--- config.mk ---
export PLATFORM = sky130hd
export DESIGN_NAME = utf8_stream_validator_flat
export DESIGN_NICKNAME = d
export VERILOG_FILES = /design/src/rtl/u8v_pkg.sv /design/src/rtl/u8v_if.sv /design/src/rtl/u8v_step.sv /design/src/rtl/utf8_stream_validator.sv /design/src/flat_wrapper.sv
export SDC_FILE = /design/constraint.sdc
export NUM_CORES = 1
export LEC_CHECK = 0
export ABC_CLOCK_PERIOD_IN_PS = 2130
export BUFFER_PORTS_ARGS = -buffer_cell sky130_fd_sc_hd__buf_2
export CAP_MARGIN = 10
export CORE_MARGIN = 2
export CORE_UTILIZATION = 55
export CTS_CLUSTER_SIZE = 8
export DETAILED_ROUTE_END_ITERATION = 10
export GPL_ROUTABILITY_DRIVEN = 0
export PLACE_DENSITY = 0.75
export SYNTH_ARGS = -nofsm -noshare
export SYNTH_HDL_FRONTEND = slang
export SYNTH_SLANG_ARGS = --single-unit
--- constraint.sdc ---
create_clock -name clk -period 2.13 [get_ports clk]
set_input_delay 0.3195 -clock clk [delete_from_list [all_inputs] [get_ports clk]]
set_output_delay 0.3195 -clock clk [all_outputs]
set_load 0.01 [all_outputs]
--- src/rtl/u8v_pkg.sv ---
// u8v_pkg: shared types, constants and byte-class functions for the utf-8 validator
// no dependencies; used by u8v_step, utf8_stream_validator and u8v_checker
`default_nettype none

package u8v_pkg;

  // trail byte counts announced by a lead byte
  localparam logic [2:0] TRAILS_NONE = 3'd0;
  localparam logic [2:0] TRAILS_2B   = 3'd1;
  localparam logic [2:0] TRAILS_3B   = 3'd2;
  localparam logic [2:0] TRAILS_4B   = 3'd3;
  localparam logic [2:0] TRAILS_5B   = 3'd4;
  localparam logic [2:0] TRAILS_6B   = 3'd5;
  localparam logic [2:0] LEAD_BAD    = 3'd7;
  localparam logic [2:0] TRAILS_MAX  = TRAILS_6B;

  localparam logic [7:0] OVL_2B_MASK   = 8'h1E;
  localparam logic [7:0] SURR_LEAD     = 8'hED;
  localparam logic [7:0] SURR_MASK     = 8'hA0;
  localparam logic [7:0] OVL_3B_LMASK  = 8'h0F;
  localparam logic [7:0] OVL_3B_SMASK  = 8'h20;
  localparam logic [7:0] OVL_4B_LMASK  = 8'h07;
  localparam logic [7:0] OVL_4B_SMASK  = 8'h30;
  localparam logic [7:0] OVL_5B_LMASK  = 8'h03;
  localparam logic [7:0] OVL_5B_SMASK  = 8'h38;
  localparam logic [7:0] OVL_6B_LMASK  = 8'h01;
  localparam logic [7:0] OVL_6B_SMASK  = 8'h3E;
  localparam logic [7:0] TRAIL_MASK    = 8'hC0;
  localparam logic [7:0] TRAIL_TAG     = 8'h80;

  typedef struct packed {
    logic [2:0] trail_left;
    logic [7:0] lead_kept;
    logic       at_second;
    logic       error_seen;
  } u8v_state_t;

  typedef struct packed {
    u8v_state_t state;
    logic       text_valid;
  } u8v_step_t;

  // trail count for a lead byte, or LEAD_BAD
  function automatic logic [2:0] lead_trails(input logic [7:0] b);
    logic [2:0] n;
    if (b[7] == 1'b0)              n = TRAILS_NONE;
    else if (b[7:5] == 3'b110)     n = TRAILS_2B;
    else if (b[7:4] == 4'b1110)    n = TRAILS_3B;
    else if (b[7:3] == 5'b11110)   n = TRAILS_4B;
    else if (b[7:2] == 6'b111110)  n = TRAILS_5B;
    else if (b[7:1] == 7'b1111110) n = TRAILS_6B;
    else                           n = LEAD_BAD;
    return n;
  endfunction

  // overlong form or surrogate, judged from lead and second byte
  function automatic logic second_bad(input logic [7:0] lead, input logic [7:0] b);
    logic bad;
    case (lead_trails(lead))
      TRAILS_3B: bad = ((lead == SURR_LEAD) && ((b & SURR_MASK) == SURR_MASK)) ||
                       (((lead & OVL_3B_LMASK) == 8'h00) && ((b & OVL_3B_SMASK) == 8'h00));
      TRAILS_4B: bad = ((lead & OVL_4B_LMASK) == 8'h00) && ((b & OVL_4B_SMASK) == 8'h00);
      TRAILS_5B: bad = ((lead & OVL_5B_LMASK) == 8'h00) && ((b & OVL_5B_SMASK) == 8'h00);
      TRAILS_6B: bad = ((lead & OVL_6B_LMASK) == 8'h00) && ((b & OVL_6B_SMASK) == 8'h00);
      default:   bad = 1'b0;
    endcase
    return bad;
  endfunction

endpackage

`default_nettype wire

--- src/rtl/u8v_if.sv ---
// u8v_if: valid/ready channel interfaces for the byte input and the verdict output
// no dependencies
`default_nettype none

interface u8v_in_if;
  logic       valid;
  logic       ready;
  logic [7:0] data_byte;
  logic       last_byte;

  modport source (output valid, output data_byte, output last_byte, input ready);
  modport sink   (input valid, input data_byte, input last_byte, output ready);
endinterface

interface u8v_out_if;
  logic valid;
  logic ready;
  logic text_valid;

  modport source (output valid, output text_valid, input ready);
  modport sink   (input valid, input text_valid, output ready);
endinterface

`default_nettype wire

--- src/rtl/u8v_step.sv ---
// u8v_step: next decoder state and verdict for one byte
// depends on u8v_pkg
`default_nettype none

module u8v_step
  import u8v_pkg::*;
(
  input  wire u8v_state_t cur,
  input  wire logic [7:0] data_byte,
  input  wire logic       last_byte,
  output u8v_step_t       step
);

  logic [2:0] n;
  u8v_state_t nxt;

  always_comb begin
    n   = lead_trails(data_byte);
    nxt = cur;
    if (cur.trail_left == TRAILS_NONE) begin
      // lead position
      if (n == LEAD_BAD) begin
        nxt.error_seen = 1'b1;
        nxt.trail_left = TRAILS_NONE;
      end else begin
        if ((n == TRAILS_2B) && ((data_byte & OVL_2B_MASK) == 8'h00)) begin
          nxt.error_seen = 1'b1;
        end
        nxt.trail_left = n;
      end
      nxt.lead_kept = data_byte;
      nxt.at_second = (n != TRAILS_NONE) && (n != LEAD_BAD);
    end else begin
      // trail position
      if ((data_byte & TRAIL_MASK) != TRAIL_TAG) begin
        nxt.error_seen = 1'b1;
      end
      if (cur.at_second && second_bad(cur.lead_kept, data_byte)) begin
        nxt.error_seen = 1'b1;
      end
      nxt.at_second  = 1'b0;
      nxt.trail_left = cur.trail_left - 3'd1;
    end

    step.text_valid = !nxt.error_seen && (nxt.trail_left == TRAILS_NONE);
    if (last_byte) begin
      step.state = '0;
    end else begin
      step.state = nxt;
    end
  end

endmodule

`default_nettype wire

--- src/rtl/utf8_stream_validator.sv ---
// utf8_stream_validator: top level, checks a byte stream as legacy 1..6 byte utf-8
// depends on u8v_pkg, u8v_if (u8v_in_if, u8v_out_if) and u8v_step
//
//   channel   dir  payload                       item
//   in_chan   in   data_byte[7:0], last_byte     one byte of the text
//   out_chan  out  text_valid                    one verdict per text, on its last byte
//
// one byte per cycle sustained while verdicts are taken: input register, then the
// decode step, then the verdict register; a byte waits in the input register until
// it updates the decoder, and a last byte loads the verdict register, where it is taken
// reset clears the input valid bit, the decoder state and the verdict valid bit at once
// a stalled verdict holds the last byte of the next text in the input register;
// bytes that end no text keep flowing while a verdict waits
`default_nettype none

module utf8_stream_validator
  import u8v_pkg::*;
(
  input  wire logic     clk,
  input  wire logic     rst_n,
  u8v_in_if.sink        in_chan,
  u8v_out_if.source     out_chan
);

  // input register
  logic       s1_valid_r;
  logic [7:0] s1_byte_r;
  logic       s1_last_r;

  // decoder state and verdict register
  u8v_state_t state_r;
  logic       out_valid_r;
  logic       text_valid_r;

  u8v_step_t  step;
  logic       out_free;
  logic       s1_fire;
  logic       in_fire;

  // verdict slot is free when empty or being taken this cycle
  assign out_free = !out_valid_r || out_chan.ready;
  // a byte leaves the input register unless it needs a busy verdict slot
  assign s1_fire  = s1_valid_r && (!s1_last_r || out_free);
  assign in_chan.ready = !s1_valid_r || s1_fire;
  assign in_fire  = in_chan.valid && in_chan.ready;

  u8v_step u_step (
    .cur       (state_r),
    .data_byte (s1_byte_r),
    .last_byte (s1_last_r),
    .step      (step)
  );

  // byte register: valid bit under reset, payload loaded only on an accepted byte
  always_ff @(posedge clk) begin
    if (!rst_n) begin
      s1_valid_r <= 1'b0;
    end else if (in_chan.ready) begin
      s1_valid_r <= in_chan.valid;
    end
  end

  always_ff @(posedge clk) begin
    if (in_fire) begin
      s1_byte_r <= in_chan.data_byte;
      s1_last_r <= in_chan.last_byte;
    end
  end

  // decoder state advances once per byte; last byte returns it to reset
  always_ff @(posedge clk) begin
    if (!rst_n) begin
      state_r <= '0;
    end else if (s1_fire) begin
      state_r <= step.state;
    end
  end

  // verdict register
  always_ff @(posedge clk) begin
    if (!rst_n) begin
      out_valid_r <= 1'b0;
    end else if (s1_fire && s1_last_r) begin
      out_valid_r <= 1'b1;
    end else if (out_chan.ready) begin
      out_valid_r <= 1'b0;
    end
  end

  always_ff @(posedge clk) begin
    if (s1_fire && s1_last_r) begin
      text_valid_r <= step.text_valid;
    end
  end

  assign out_chan.valid      = out_valid_r;
  assign out_chan.text_valid = text_valid_r;

  // end of text leaves the decoder in its reset state
  a_clear_after_last: assert property (@(posedge clk) disable iff (!rst_n)
    (s1_fire && s1_last_r) |=> (state_r == '0))
    else $error("decoder state not cleared after last byte");

  // trail count never beyond a six byte sequence
  a_trail_range: assert property (@(posedge clk) disable iff (!rst_n)
    state_r.trail_left <= TRAILS_MAX)
    else $error("trail count out of range");

  // second-byte flag only while trail bytes are pending
  a_second_needs_trail: assert property (@(posedge clk) disable iff (!rst_n)
    state_r.at_second |-> (state_r.trail_left != TRAILS_NONE))
    else $error("second-byte flag without pending trail");

  // a verdict appears only after a last byte went through the decoder
  a_verdict_source: assert property (@(posedge clk) disable iff (!rst_n)
    $rose(out_valid_r) |-> $past(s1_fire && s1_last_r))
    else $error("verdict without a last byte");

  // last byte never overwrites a waiting verdict
  a_no_overwrite: assert property (@(posedge clk) disable iff (!rst_n)
    (s1_fire && s1_last_r) |-> (!out_valid_r || out_chan.ready))
    else $error("verdict overwritten while stalled");

endmodule

`default_nettype wire

--- src/flat_wrapper.sv ---
// flat-port wrapper written by rule: the top's interface ports become plain ports
module utf8_stream_validator_flat import u8v_pkg::*;
  (clk, rst_n, in_chan_valid, in_chan_data_byte, in_chan_last_byte, in_chan_ready, out_chan_valid, out_chan_text_valid, out_chan_ready);
  u8v_in_if in_chan_i ();
  u8v_out_if out_chan_i ();
  input  wire logic clk;
  input  wire logic rst_n;
  input wire logic [$bits(in_chan_i.valid)-1:0] in_chan_valid;
  input wire logic [$bits(in_chan_i.data_byte)-1:0] in_chan_data_byte;
  input wire logic [$bits(in_chan_i.last_byte)-1:0] in_chan_last_byte;
  output wire logic [$bits(in_chan_i.ready)-1:0] in_chan_ready;
  output wire logic [$bits(out_chan_i.valid)-1:0] out_chan_valid;
  output wire logic [$bits(out_chan_i.text_valid)-1:0] out_chan_text_valid;
  input wire logic [$bits(out_chan_i.ready)-1:0] out_chan_ready;
  assign in_chan_i.valid = in_chan_valid;
  assign in_chan_i.data_byte = in_chan_data_byte;
  assign in_chan_i.last_byte = in_chan_last_byte;
  assign in_chan_ready = in_chan_i.ready;
  assign out_chan_valid = out_chan_i.valid;
  assign out_chan_text_valid = out_chan_i.text_valid;
  assign out_chan_i.ready = out_chan_ready;
  utf8_stream_validator u_core (.clk(clk), .rst_n(rst_n), .in_chan(in_chan_i), .out_chan(out_chan_i));
endmodule
-- Word-level counts from Yosys, hierarchy flattened
Index checks and enable logic that the tools add are counted.
Widths: inputs -> output; s select.
- register bits: 25
- input port bits: 13
- output and inout bits: 3
- add/subtract/negate cells: 1
- equality and inequality tests: 20
- multiplexer cells: 26
- reductions and logical operators: 35
- operator list (operator ; count):
    $logic_not 8->1 ; 9
    $mux 3 ; 11
    $eq 3x3->1 const B ; 5
    $eq 7x7->1 const B ; 2
    $mux 13 ; 1
    $eq 6x6->1 const B ; 2
    $logic_and 1x1->1 ; 12
    $eq 5x5->1 const B ; 2
    $mux 2 ; 5
    $eq 4x4->1 const B ; 2
    $eq 8x8->1 const B ; 1
    $mux 8 ; 1
    $mux 1 ; 7
    $eq 3x2->1 const B ; 2
    $logic_not 3->1 ; 2
    $logic_not 1->1 ; 4
    $logic_or 1x1->1 ; 4
    $pmux 1 s4 ; 1
    $reduce_bool 2->1 ; 2
    $eq 3x1->1 const B ; 1
    $ne 3x3->1 const B ; 1
    $reduce_bool 3->1 ; 1
    $sub 3x1->3 const B ; 1
    $eq 2x2->1 const B ; 1
    other kinds (2) ; 2

-- Depth between registers and ports, before layout
- depth after elaboration: 16
- gate-level depth with buffers: 7

-- By module
A second synthesis with hierarchy kept.
- cell total of the unflattened synthesis: 160
- area total of the unflattened synthesis: 1432.6 um^2
- modules (own cells, without submodules) (module ; times used ; cells each ; area each (um^2) ; seq. area each (um^2)):
    utf8_stream_validator ; 1 ; 77 ; 937.1 ; 600.6
    u8v_step ; 1 ; 83 ; 495.5 ; 0.0

-- Worst setup path after synthesis
No wires, ideal clock.
- path kind: reg-to-reg
- start point: reg u_core.state_r[10] (netlist name)
- end point: reg u_core.text_valid_r (netlist: u_core.out_chan.text_valid) (data pin)
- arrival: 1.447 ns
- required time: 1.973 ns
- setup slack: 0.526 ns
- stages on the path, launching flop included: 7
- path buffers: 0
- clock period less this slack: 1.604 ns
- cells stage by stage: dfxtp_1 inv_1 ha_1 nor2b_1 or3_1 o32a_1 nor3_1
- RTL lines (element ; RTL line ; source):
    start: declaration ; utf8_stream_validator.sv:31 ; u8v_state_t state_r;
    start signal: assignment ; utf8_stream_validator.sv:75 ; state_r <= step.state;
    end signal: assignment ; utf8_stream_validator.sv:92 ; text_valid_r <= step.text_valid;
    end: declaration ; utf8_stream_validator.sv:33 ; logic text_valid_r;

==> reports/metrics.csv <==
metric,value,unit
run status,finished clean,
transition time at the pin with the least slew margin,0.841,ns
path class of the lowest-slack min-delay path,primary input to register,
"CTS clk-pin slew, worst paths",0.14,ns
net count after synthesis,135,
detailed-route wire length per cell,13.8,µm
row cnt,16,
post-synthesis adder-cell area fraction,2.10,%
final worst path period share,83.0,%
XOR/XNOR share of the synthesized area,0,%
area of placed instances,1290,µm²
clock latency of the later-clocked register in the worst-skew pair,0.32,ns
mean instance size in the synthesized netlist,9.94,µm²
Fin. Hold Viols,0,
Post-layout nets,152,
RSZ-0062 raised after global routing,no,
Yosys Warn Count,0,
drt drc,0,
hold buffer count at CTS,0,
maximum clock rate,566,MHz
vias per cell,6.04,
slew margin rel.,43.7,%
highest fanout seen on the critical path,4,
"FFs w/ async S/R, synth",0,%
highest ir drop seen on vdd,0.000501,V
Pins Over Slew Limit,0,
number of synthesized flops with an enable pin,10,
smallest hold slack,0.156,ns
most frequent cells in the layout,"15 x sky130_fd_sc_hd__buf_2, 15 x sky130_fd_sc_hd__dfxtp_1, 14 x sky130_fd_sc_hd__nand2_1",
CP arrival,1.94,ns
number of antenna violations at the first check in global routing,0,
effective utilization at floorplan,59.6,%
wire length of the first global-routing pass,3.76,mm
startpoint-to-endpoint class of the critical path,register to register,
P per Cell Area,646,nW/µm²
number of register bits inferred by synthesis,25,
reported leakage power,0.469,nW
sum of overflow across all layers after global routing,0,
Floorplan Core Area,2000,µm²
"Setup violations, final",0,
TNS Setup,0,ns
mux share of post-synthesis cell area,0,%
detailed placer's ending HPWL,1.68,mm
count of instances resized after the clock tree is built,0,
cell area after layout,1320,µm²
kind of start point of the critical path,register,
Num CTS Buffers,3,
synthesized netlist cell count,120,
count of H-tree levels built during CTS,1,
TritonRoute pass-1 iters,4,
vias after detailed routing,985,
Clock Skew,0.0103,ns
Finished Core Util,65.8,%
Post-Synth Simple-Gate Area,21.5,%
count of max-cap constraint violations,0,
setup bufs post-CTS,0,
root buf cell,sky130_fd_sc_hd__clkbuf_4,
overall die width,50.6,µm
Overall Global Routing Usage,19.9,%
Iter 0 DRT Violations,33,
routed wire length,2.25,mm
netlist area before placement,1190,µm²
via count of the first global-routing pass,872,
die height,50.6,µm
area added between synthesis and finish,10.4,%
Port Buffer Count,15,
buffer levels on the longest clock path,2,
largest net degree at the start of global routing,16,
fraction of layout instances using a drive strength above 1,16.2,%
primary flip-flop cell chosen by synthesis mapping,sky130_fd_sc_hd__dfxtp_1,
Netlist cell types,37,
clock tree from TritonCTS,yes,
main combinational cell family by area after synthesis,compound AO/OA/AOI/OAI gates,
antenna diode instance count,0,
fin crit period,1.77,ns
CP required,2.30,ns
die area,2560,µm²
fraction of the mapped netlist area in compound gates,23.2,%
number of sinks on the clock net,25,
I/O pin cnt,16,
fraction of the yosys area taken by sequential cells,50.4,%
overall power of the completed layout,0.851,mW
Final ANT Viol Nets,0,
sort of element at the end of the critical path,register,
[critical path, stage by stage, from the launching register on]
cell	delay, ns
sky130_fd_sc_hd__dfxtp_1	0.40
sky130_fd_sc_hd__inv_1	0.08
sky130_fd_sc_hd__ha_1	0.24
sky130_fd_sc_hd__nor2b_1	0.18
sky130_fd_sc_hd__or3_1	0.35
sky130_fd_sc_hd__o32a_1	0.18
sky130_fd_sc_hd__nor3_1	0.18
[path summary, 6_finish.rpt]
check | start | endpoint | slack (ns) | cells after the start
hold reg to reg | u_core.out_chan.valid$_SDFFE_PN0P_ | u_core.out_chan.valid$_SDFFE_PN0P_ | 0.53 | 2
setup reg to reg | u_core.state_r[10]$_SDFFE_PN0P_ | u_core.out_chan.text_valid$_DFFE_PP_ | 0.36 | 6
setup / recovery | u_core.state_r[10]$_SDFFE_PN0P_ | u_core.out_chan.text_valid$_DFFE_PP_ | 0.36 | 6
hold / removal | in_chan_data_byte[5] | u_core.s1_byte_r[5]$_DFFE_PP_ | 0.16 | 1
[cell type report]
class | instances | area, µm²
fillers | 187 | 686
flip-flops and latches | 25 | 601
multi-input cells | 87 | 558
repair buffers | 15 | 75.1
well taps | 27 | 33.8
clock buffers | 3 | 22.5
inverters | 5 | 18.8
clock inverters | 1 | 7.51
[logic make-up (layout without fill, tap and decap cells)]
family	Yosys count	count (layout)
buf+inv	8	24
flops	25	25
compound gates	38	38
simple gates	47	47
fa+ha+maj	2	2
[Yosys cell counts (all sizes together), types with 2 or more instances]
cell | count | area [µm²]
a211oi | 2 | 15.0
a21boi | 5 | 37.5
a21oi | 5 | 25.0
a22oi | 9 | 67.6
a41oi | 2 | 17.5
clkbuf | 2 | 7.51
dfxtp | 15 | 300
edfxtp | 10 | 300
ha | 2 | 25.0
inv | 5 | 18.8
nand2 | 14 | 52.6
nand2b | 5 | 31.3
nor2 | 4 | 17.5
nor2b | 12 | 75.1
nor3 | 4 | 20.0
nor3b | 2 | 20.0
o21a | 2 | 15.0
o21ai | 5 | 25.0
[sequential cells by signal, summed over array words and instances (netlist names)]
register,flops
u_core.state_r,13
u_core.s1_byte_r,8
u_core.out_chan.text_valid,1
u_core.out_chan.valid,1
u_core.s1_last_r,1
u_core.s1_valid_r,1
[where the power goes]
group | total [mW] | leakage (nW) | switching [mW] | internal (mW)
logic | 0.0921 | 0.236 | 0.0496 | 0.0425
registers | 0.544 | 0.219 | 0.0231 | 0.521
clock network | 0.215 | 0.0139 | 0.143 | 0.0718
[per-stage QoR]
stage	std cells	worst slack (ns)
after floorplan	120	0.526
final	163	0.363
after global placement	159	0.484
after global routing	163	0.288
after CTS	163	0.371
after detailed placement	159	0.413
[per-layer routing]
| layer | part of all wire [%] | track usage (%) | vias to the layer above |
|---|---|---|---|
| li1 | - | - | 482 |
| met1 | 46 | 26.3 | 455 |
| met2 | 46 | 30.5 | 41 |
| met3 | 5.8 | 3.87 | 7 |
| met4 | 2.6 | 11.3 | 0 |
| met5 | 0 | 0 | - |
Power figures use the tool's default switching activity.
